[src/hw/rtl/ompp_pkg.sv]
`timescale 1ns / 1ps
`default_nettype none

package ompp_pkg;

	// window geometry
	localparam int HALF_WINDOW = 8;
	localparam int WIN_LEN     = 2 * HALF_WINDOW + 1;
	localparam int VALUE_BITS  = 16;
	localparam int MAX_FRAMES  = 1048576;

	// derived widths
	localparam int FRAME_BITS = $clog2(MAX_FRAMES);
	localparam int IDX_W      = $clog2(WIN_LEN);
	localparam int FILL_W     = $clog2(WIN_LEN + 1);
	localparam int K_W        = $clog2(HALF_WINDOW + 1);
	localparam int REG_W      = 16;
	localparam int POS_W      = 36;
	localparam int SUM_W      = VALUE_BITS + 1;
	localparam int PROD_W     = SUM_W + REG_W;
	localparam int GAIN_FRAC  = 12;
	localparam int CFG_IDX_W  = 2;

	// register indexes
	localparam logic [CFG_IDX_W-1:0] REG_GAIN = CFG_IDX_W'(0);
	localparam logic [CFG_IDX_W-1:0] REG_GAP  = CFG_IDX_W'(1);
	localparam logic [CFG_IDX_W-1:0] REG_HOP  = CFG_IDX_W'(2);

	// register reset values
	localparam logic [REG_W-1:0] GAIN_RESET = REG_W'(4096);
	localparam logic [REG_W-1:0] GAP_RESET  = REG_W'(1);
	localparam logic [REG_W-1:0] HOP_RESET  = REG_W'(512);

	typedef struct packed {
		logic [15:0] onset_value;
		logic        last_frame;
	} in_item_t;

	typedef struct packed {
		logic [POS_W-1:0] sample_position;
		logic             has_position;
		logic             end_of_stream;
	} out_item_t;

	// controls broadcast to every sort cell
	typedef struct packed {
		logic clr;
		logic ins;
		logic shl;
	} cell_ctl_t;

endpackage

`default_nettype wire

[src/hw/rtl/ompp_sort_cell.sv]
`timescale 1ns / 1ps
`default_nettype none

module ompp_sort_cell
	import ompp_pkg::*;
(
	input  wire logic                  clk,
	input  wire logic                  arst_n,
	input  wire cell_ctl_t             ctl,
	input  wire logic [VALUE_BITS-1:0] x,
	input  wire logic [VALUE_BITS-1:0] left_val,
	input  wire logic                  left_valid,
	input  wire logic [VALUE_BITS-1:0] right_val,
	input  wire logic                  right_valid,
	output logic      [VALUE_BITS-1:0] val,
	output logic                       valid
);

	logic left_big;
	logic take;

	// an empty neighbor counts as larger than anything
	assign left_big = !left_valid || (left_val > x);
	assign take     = ctl.ins && (!valid || (val > x));

	// occupancy
	always_ff @(posedge clk or negedge arst_n) begin
		if (!arst_n) begin
			valid <= 1'b0;
		end else if (ctl.clr) begin
			valid <= 1'b0;
		end else if (take) begin
			valid <= left_big ? left_valid : 1'b1;
		end else if (ctl.shl) begin
			valid <= right_valid;
		end
	end

	// value: insert from left, or shift toward the head
	always_ff @(posedge clk) begin
		if (take) begin
			val <= left_big ? left_val : x;
		end else if (ctl.shl) begin
			val <= right_val;
		end
	end

endmodule

`default_nettype wire

[src/hw/rtl/ompp_sort_chain.sv]
`timescale 1ns / 1ps
`default_nettype none

module ompp_sort_chain
	import ompp_pkg::*;
(
	input  wire logic                  clk,
	input  wire logic                  arst_n,
	input  wire cell_ctl_t             ctl,
	input  wire logic [VALUE_BITS-1:0] x,
	output logic      [VALUE_BITS-1:0] head0_val,
	output logic      [VALUE_BITS-1:0] head1_val
);

	logic [VALUE_BITS-1:0] val   [WIN_LEN];
	logic                  valid [WIN_LEN];
	logic [VALUE_BITS-1:0] lval  [WIN_LEN];
	logic                  lvld  [WIN_LEN];
	logic [VALUE_BITS-1:0] rval  [WIN_LEN];
	logic                  rvld  [WIN_LEN];

	// neighbor wiring, ascending order from the head
	for (genvar i = 0; i < WIN_LEN; i++) begin : g_cell
		if (i == 0) begin : g_first
			assign lval[i] = '0;
			assign lvld[i] = 1'b1;
		end else begin : g_left
			assign lval[i] = val[i-1];
			assign lvld[i] = valid[i-1];
		end
		if (i == WIN_LEN - 1) begin : g_last
			assign rval[i] = '0;
			assign rvld[i] = 1'b0;
		end else begin : g_right
			assign rval[i] = val[i+1];
			assign rvld[i] = valid[i+1];
		end

		ompp_sort_cell u_cell (
			.clk         (clk),
			.arst_n      (arst_n),
			.ctl         (ctl),
			.x           (x),
			.left_val    (lval[i]),
			.left_valid  (lvld[i]),
			.right_val   (rval[i]),
			.right_valid (rvld[i]),
			.val         (val[i]),
			.valid       (valid[i])
		);
	end

	assign head0_val = val[0];
	assign head1_val = val[1];

endmodule

`default_nettype wire

[src/hw/rtl/onset_median_peak_picker.sv]
`timescale 1ns / 1ps
`default_nettype none

// channel  | direction | handshake              | payload
// in       | input     | in_valid / in_ready    | in_data  (onset_value, last_frame)
// out      | output    | out_valid / out_ready  | out_data (sample_position, has_position,
//          |           |                        |           end_of_stream)
// cfg      | input     | cfg_valid / cfg_ready  | cfg_index, cfg_data
//
// One frame at a time. Each decision clears the sorting cell chain, loads window entries
// 0 to hi into it one per cycle, then shifts the median to the head. A plain frame makes
// at most one decision; the final frame makes up to nine decisions.
// Reset clears the window, counters and registers to their defaults.
// A stalled output holds the sequencer only when a further result must be written.

module onset_median_peak_picker
	import ompp_pkg::*;
(
	input  wire logic                 clk,
	input  wire logic                 arst_n,
	input  wire logic                 in_valid,
	output logic                      in_ready,
	input  wire in_item_t             in_data,
	output logic                      out_valid,
	input  wire logic                 out_ready,
	output out_item_t                 out_data,
	input  wire logic                 cfg_valid,
	output logic                      cfg_ready,
	input  wire logic [CFG_IDX_W-1:0] cfg_index,
	input  wire logic [REG_W-1:0]     cfg_data
);

	typedef enum logic [8:0] {
		ST_IDLE  = 9'b000000001,
		ST_CHECK = 9'b000000010,
		ST_LOAD  = 9'b000000100,
		ST_ALIGN = 9'b000001000,
		ST_MED   = 9'b000010000,
		ST_DEC   = 9'b000100000,
		ST_PICK  = 9'b001000000,
		ST_STEP  = 9'b010000000,
		ST_FIN   = 9'b100000000
	} state_t;

	state_t                  state_q;
	logic [REG_W-1:0]        gain_q, gap_q, hop_q;
	logic [VALUE_BITS-1:0]   win_q [WIN_LEN];
	logic [FILL_W-1:0]       fill_q;
	logic [FRAME_BITS-1:0]   frame_cnt_q, cur_q, last_pick_q, d_q;
	logic                    pick_valid_q, last_q;
	logic [K_W-1:0]          k_q;
	logic [IDX_W-1:0]        idx_q, hi_q, end_q, sh_q;
	logic [VALUE_BITS-1:0]   v_q, prev_q, next_q;
	logic [PROD_W-1:0]       prod_q;
	logic                    pend_valid_q;
	logic [POS_W-1:0]        pend_pos_q;
	logic                    out_valid_q;
	out_item_t               out_q;

	logic                    can_push;
	logic                    out_wr;
	out_item_t               out_next;
	cell_ctl_t               ctl;
	logic [VALUE_BITS-1:0]   head0, head1;
	logic [SUM_W-1:0]        med_sum;
	logic [FRAME_BITS-1:0]   d_cur, gap_diff;
	logic [REG_W-1:0]        gap_eff;
	logic [IDX_W-1:0]        k_ext, k_hi, fill_m1, hi_c, end_c;
	logic                    pick;

	assign cfg_ready = 1'b1;
	assign in_ready  = (state_q == ST_IDLE);
	assign out_valid = out_valid_q;
	assign out_data  = out_q;
	assign can_push  = !out_valid_q || out_ready;

	// decision geometry
	assign k_ext   = IDX_W'(k_q);
	assign k_hi    = k_ext + IDX_W'(HALF_WINDOW);
	assign fill_m1 = IDX_W'(fill_q - FILL_W'(1));
	assign hi_c    = (k_hi < fill_m1) ? k_hi : fill_m1;
	assign end_c   = (hi_c > k_ext + IDX_W'(1)) ? hi_c : k_ext + IDX_W'(1);

	// sorting chain
	always_comb begin
		ctl     = '0;
		ctl.clr = (state_q == ST_CHECK);
		ctl.ins = (state_q == ST_LOAD) && (idx_q <= hi_q);
		ctl.shl = (state_q == ST_ALIGN) && (sh_q != '0);
	end

	ompp_sort_chain u_chain (
		.clk       (clk),
		.arst_n    (arst_n),
		.ctl       (ctl),
		.x         (win_q[idx_q]),
		.head0_val (head0),
		.head1_val (head1)
	);

	// median times two: middle pair for an even count
	assign med_sum = SUM_W'(head0) + (hi_q[0] ? SUM_W'(head1) : SUM_W'(head0));

	// pick decision
	assign d_cur    = cur_q - FRAME_BITS'(k_q);
	assign gap_eff  = (gap_q == '0) ? REG_W'(1) : gap_q;
	assign gap_diff = d_cur - last_pick_q;
	assign pick     = ((PROD_W'(v_q) << (GAIN_FRAC + 1)) > prod_q)
	                  && (v_q >= prev_q) && (v_q >= next_q)
	                  && !(pick_valid_q && (gap_diff < FRAME_BITS'(gap_eff)));

	// output register writes
	always_comb begin
		out_wr   = 1'b0;
		out_next = '0;
		case (state_q)
			ST_PICK: begin
				out_wr                   = pend_valid_q && can_push;
				out_next.sample_position = pend_pos_q;
				out_next.has_position    = 1'b1;
			end
			ST_FIN: begin
				out_wr                   = can_push && (last_q || pend_valid_q);
				out_next.sample_position = pend_valid_q ? pend_pos_q : '0;
				out_next.has_position    = pend_valid_q;
				out_next.end_of_stream   = last_q;
			end
			default: begin
				out_wr = 1'b0;
			end
		endcase
	end

	always_ff @(posedge clk or negedge arst_n) begin
		if (!arst_n) begin
			out_valid_q <= 1'b0;
		end else if (out_wr) begin
			out_valid_q <= 1'b1;
		end else if (out_ready) begin
			out_valid_q <= 1'b0;
		end
	end

	always_ff @(posedge clk) begin
		if (out_wr) begin
			out_q <= out_next;
		end
	end

	// configuration registers
	always_ff @(posedge clk or negedge arst_n) begin
		if (!arst_n) begin
			gain_q <= GAIN_RESET;
			gap_q  <= GAP_RESET;
			hop_q  <= HOP_RESET;
		end else if (cfg_valid) begin
			case (cfg_index)
				REG_GAIN: gain_q <= cfg_data;
				REG_GAP:  gap_q  <= cfg_data;
				REG_HOP:  hop_q  <= cfg_data;
				default:  gain_q <= gain_q;
			endcase
		end
	end

	// datapath registers without reset
	always_ff @(posedge clk) begin
		case (state_q)
			ST_CHECK: begin
				hi_q   <= hi_c;
				end_q  <= end_c;
				idx_q  <= '0;
				next_q <= '0;
			end
			ST_LOAD: begin
				if (idx_q == k_ext) begin
					v_q <= win_q[idx_q];
				end
				if (idx_q == k_ext + IDX_W'(1)) begin
					prev_q <= win_q[idx_q];
				end
				if ((k_q != '0) && (idx_q == k_ext - IDX_W'(1))) begin
					next_q <= win_q[idx_q];
				end
				idx_q <= idx_q + IDX_W'(1);
				sh_q  <= hi_q >> 1;
			end
			ST_ALIGN: begin
				if (sh_q != '0) begin
					sh_q <= sh_q - IDX_W'(1);
				end
			end
			ST_MED: begin
				prod_q <= PROD_W'(med_sum) * PROD_W'(gain_q);
			end
			ST_DEC: begin
				d_q <= d_cur;
			end
			ST_PICK: begin
				if (!pend_valid_q || can_push) begin
					pend_pos_q <= POS_W'(d_q) * POS_W'(hop_q);
				end
			end
			default: begin
				if (in_valid && in_ready) begin
					pend_pos_q <= '0;
				end
			end
		endcase
	end

	// sequencer and stream state
	always_ff @(posedge clk or negedge arst_n) begin
		if (!arst_n) begin
			state_q      <= ST_IDLE;
			for (int i = 0; i < WIN_LEN; i++) begin
				win_q[i] <= '0;
			end
			fill_q       <= '0;
			frame_cnt_q  <= '0;
			cur_q        <= '0;
			last_pick_q  <= '0;
			pick_valid_q <= 1'b0;
			last_q       <= 1'b0;
			k_q          <= '0;
			pend_valid_q <= 1'b0;
		end else begin
			case (state_q)
				ST_IDLE: begin
					if (in_valid) begin
						for (int i = WIN_LEN - 1; i > 0; i--) begin
							win_q[i] <= win_q[i-1];
						end
						win_q[0] <= in_data.onset_value[VALUE_BITS-1:0];
						if (fill_q != FILL_W'(WIN_LEN)) begin
							fill_q <= fill_q + FILL_W'(1);
						end
						if (frame_cnt_q != FRAME_BITS'(MAX_FRAMES - 1)) begin
							frame_cnt_q <= frame_cnt_q + FRAME_BITS'(1);
						end
						cur_q        <= frame_cnt_q;
						last_q       <= in_data.last_frame;
						k_q          <= K_W'(HALF_WINDOW);
						pend_valid_q <= (frame_cnt_q == '0);
						state_q      <= ST_CHECK;
					end
				end
				ST_CHECK: begin
					state_q <= (cur_q > FRAME_BITS'(k_q)) ? ST_LOAD : ST_STEP;
				end
				ST_LOAD: begin
					if (idx_q == end_q) begin
						state_q <= ST_ALIGN;
					end
				end
				ST_ALIGN: begin
					if (sh_q == '0) begin
						state_q <= ST_MED;
					end
				end
				ST_MED: begin
					state_q <= ST_DEC;
				end
				ST_DEC: begin
					if (pick) begin
						last_pick_q  <= d_cur;
						pick_valid_q <= 1'b1;
						state_q      <= ST_PICK;
					end else begin
						state_q <= ST_STEP;
					end
				end
				ST_PICK: begin
					if (!pend_valid_q || can_push) begin
						pend_valid_q <= 1'b1;
						state_q      <= ST_STEP;
					end
				end
				ST_STEP: begin
					if (last_q && (k_q != '0)) begin
						k_q     <= k_q - K_W'(1);
						state_q <= ST_CHECK;
					end else begin
						state_q <= ST_FIN;
					end
				end
				ST_FIN: begin
					if (!last_q && !pend_valid_q) begin
						state_q <= ST_IDLE;
					end else if (can_push) begin
						pend_valid_q <= 1'b0;
						state_q      <= ST_IDLE;
						if (last_q) begin
							for (int i = 0; i < WIN_LEN; i++) begin
								win_q[i] <= '0;
							end
							fill_q       <= '0;
							frame_cnt_q  <= '0;
							last_pick_q  <= '0;
							pick_valid_q <= 1'b0;
						end
					end
				end
				default: begin
					state_q <= ST_IDLE;
				end
			endcase
		end
	end

	// checks
	a_fill_bound: assert property (@(posedge clk) disable iff (!arst_n)
		fill_q <= FILL_W'(WIN_LEN))
		else $error("window fill beyond window length");

	a_frame_bound: assert property (@(posedge clk) disable iff (!arst_n)
		frame_cnt_q <= FRAME_BITS'(MAX_FRAMES - 1))
		else $error("frame counter past saturation");

	a_flush_clears: assert property (@(posedge clk) disable iff (!arst_n)
		(state_q == ST_FIN && last_q && can_push)
		|=> (frame_cnt_q == '0 && fill_q == '0 && !pick_valid_q && !pend_valid_q))
		else $error("stream state not cleared after flush");

	a_median_order: assert property (@(posedge clk) disable iff (!arst_n)
		(state_q == ST_MED && hi_q[0]) |-> (head0 <= head1))
		else $error("middle pair out of order");

endmodule

`default_nettype wire
[config.mk]
export PLATFORM = sky130hd
export DESIGN_NAME = onset_median_peak_picker
export DESIGN_NICKNAME = d
export VERILOG_FILES = /design/src/hw/rtl/ompp_pkg.sv /design/src/hw/rtl/ompp_sort_cell.sv /design/src/hw/rtl/ompp_sort_chain.sv /design/src/hw/rtl/onset_median_peak_picker.sv
export SDC_FILE = /design/constraint.sdc
export NUM_CORES = 2
export LEC_CHECK = 0
export BUFFER_PORTS_ARGS = -buffer_cell sky130_fd_sc_hd__clkbuf_2
export CORE_ASPECT_RATIO = 0.9
export CORE_MARGIN = 3
export CORE_UTILIZATION = 65
export CTS_CLUSTER_SIZE = 10
export DETAILED_ROUTE_END_ITERATION = 10
export PLACE_DENSITY = 0.82
export SYNTH_ARGS = -nofsm -noshare
export SYNTH_HDL_FRONTEND = slang
export SYNTH_SLANG_ARGS = --single-unit
[constraint.sdc]
create_clock -name clk -period 21.6 [get_ports clk]
set_input_delay 2.16 -clock clk [delete_from_list [all_inputs] [get_ports clk]]
set_output_delay 2.16 -clock clk [all_outputs]
set_load 0.01 [all_outputs]
==> results.cfg <==
[synth]
synth_largest_area_cell = edfxtp_1
synth-seq-area-share_pct = 36.05
ys.flop_type = edfxtp_1
yosysUniqueCellTypes = 88
synth_seq_cells = 886
synth_edf_count = 467
synth.most_common_cell = nand2_1
async_flop_share_pct = 47.29
syn_nets = 7582
synthTopCellsByArea = edfxtp_1 (21%), dfrtp_1 (15%), fa_1 (14%)
synth_cells = 6470
yosysWarningCount = 0
yosys.area.top_type_share_pct = 20.62
syn_avg_cell_area_sq_um = 10.51
synth_area_sq_um = 68000
synth_commonest_cells = nand2_1 (704), inv_1 (682), ha_1 (611)

[finish]
seq_area_sq_um = 24510
multi_input_area_sq_um = 39780
fin_nets = 7522
syn_to_final_growth_pct = 6.867
nFillCells = 7189
drive_gt1_share_pct = 8.346

[clock_tree]
root_buffer = clkbuf_16
cts_tree = done
numClockSinks = 886
path_clk_slew_ps = 60
clock_path_buffers = 3
cts_hold_buf = 0
post_cts_resize_count = 0
insertion_delay_ps = 720
cts_inserted_buffers = 101
cts_max_level = 3
post_cts_buffers = 0

[timing]
hold_violations = 0
setup_tns_ps = 0
period_share_pct = 42.39
finClkSkew_ps = 53.22
fin_hold_ws_ps = 493.2
rsz0062_at_grt = no
setup_viol = 0
min_period_ps = 9155
fmax_mhz = 109.2
worstMarginPinSlew_ps = 1275
maxSlewViolCount = 0
relSlewSlack_pct = 15.03

[setup_path]
cp.arrival_ps = 9600
worst_path_most_repeated_cell = fa_1
critPathKind = flip-flop to flip-flop
cp_slowest_cell = edfxtp_1
endpoint_kind = flip-flop
start_kind = flip-flop
critPathMaxStageDelay_ps = 810
crit_fanout = 19
cp.required_ps = 22050

[placed_design]
place.gp.congestion = 0.9310
hpwl_um = 119500
io_buffer_count = 79

[routing]
ant_nets = 0
wire_per_inst_um = 21.85
vias = 50020
dr.pass1.iters = 9
avgViaCountPerCell = 6.390
drtIter0Drc = 4889
wl_um = 171000
drc_errors = 0

[grt]
grt_max_degree = 271
grt_pass1_vias = 51150
antenna_found_initial = 3
grt.total_usage_pct = 31.68
grt_pass1_wl_um = 275700
globalRouteOverflowTotal = 0

[flow_run]
max-cap-violations = 0

[die]
die_h_um = 312.8
rows = 111
core-area_sq_um = 102800
die_area_sq_um = 108500
num_io_pins = 81
die_w_um = 346.9
start_util_pct = 66.16

[outcome]
outcome = complete, no violations

[worst_hold_path]
hold_class = flip-flop to flip-flop
==> logic make-up after synthesis <==
kind of cell    share of synthesized area (%)
buf+inv                                 5.710
mux                                     7.627
simple gates                            11.62
flops                                   36.05
fa+ha+maj                               24.82
xor+xnor                                1.939
other cells                          0.005515
compound gates                          12.23
==> worst max-delay path: cells and delay by family (launching register included) <==
family                   cells  cell delay, ps
AND/OR/NAND/NOR              5             770
adder cells (fa/ha/maj)      9            4040
multiplexers                 1             250
AO/OA/AOI/OAI               10            2370
buffers and inverters        5             470
XOR/XNOR                     1             180
flip-flops                   1             810
==> layer usage <==
metal  global-route usage (%)  vias to the layer above  routed length (um)
li1                         -                    22330                   -
met1                    44.37                    24720               69730
met2                    49.66                     2476               78370
met3                    5.515                      491               15800
met4                    12.51                        2                7114
met5                        0                        -                  13
==> cell type report <==
cell class / instances / area share (%)
multi-input combinational: 4569 / 54.74
clock buffer: 154 / 3.852
sequential: 886 / 33.73
timing repair buffer: 168 / 1.512
clock inverter: 9 / 0.2893
tap: 1356 / 2.335
antenna: 1 / 0.003444
inverter: 684 / 3.533
==> worst paths after layout <==
check / from / to / slack (ps) / cells past startpoint
max: hi_q[0] / prod_q[22] / 12440 / 31
min reg2reg: cur_q[0] / cur_q[0] / 490 / 2
max reg2reg: hi_q[0] / prod_q[22] / 12440 / 31
max in group asynchronous: arst_n / win_q[31] / 18560 / 2
min: cur_q[0] / cur_q[0] / 490 / 2
min in group asynchronous: arst_n / u_chain.g_cell[7].u_cell.valid / 1470 / 1
==> flip-flops by register name, indices dropped and copies added, names as in the netlist, 17 cells and up <==
name                         cells
d_q                             20
pend_pos_q                      36
u_chain.g_cell.u_cell.val      272
out_data                        38
win_q                          272
last_pick_q                     20
frame_cnt_q                     20
cur_q                           20
u_chain.g_cell.u_cell.valid     17
prod_q                          33
==> placed cells by master, fill, tap and decap left out, drive strengths merged, types with 17 or more instances in the layout <==
cell,instances
a211oi,39
ha,611
buf,90
o21ai,442
a22o,273
nor4,26
fa,461
a31oi,23
o211ai,17
nand2b,36
a21o,108
or2,17
nor3,63
dfrtp,415
o21a,46
a21oi,221
nand2,704
nand4,77
nor2,279
mux2i,241
nor2b,97
mux4,64
xnor2,87
and2,227
clkbuf,232
and3,18
xor2,61
edfxtp,467
nand3,58
mux2,113
or3,20
inv,683
==> through the flow <==
stage               util [%]  cells  worst slack (ps)  area (sq um)
floorplan                  -   6470             12950         68000
global placement       67.77   7663             12760         69650
detailed placement     67.77   7663             12420         69650
CTS                    70.70   7826             12400         72660
global route           70.70   7826             11920         72660
finish                 70.70   7827             12440         72670
Power is not shown: default switching activity piles up to over one toggle a cycle in this logic, so the estimate is an artifact.
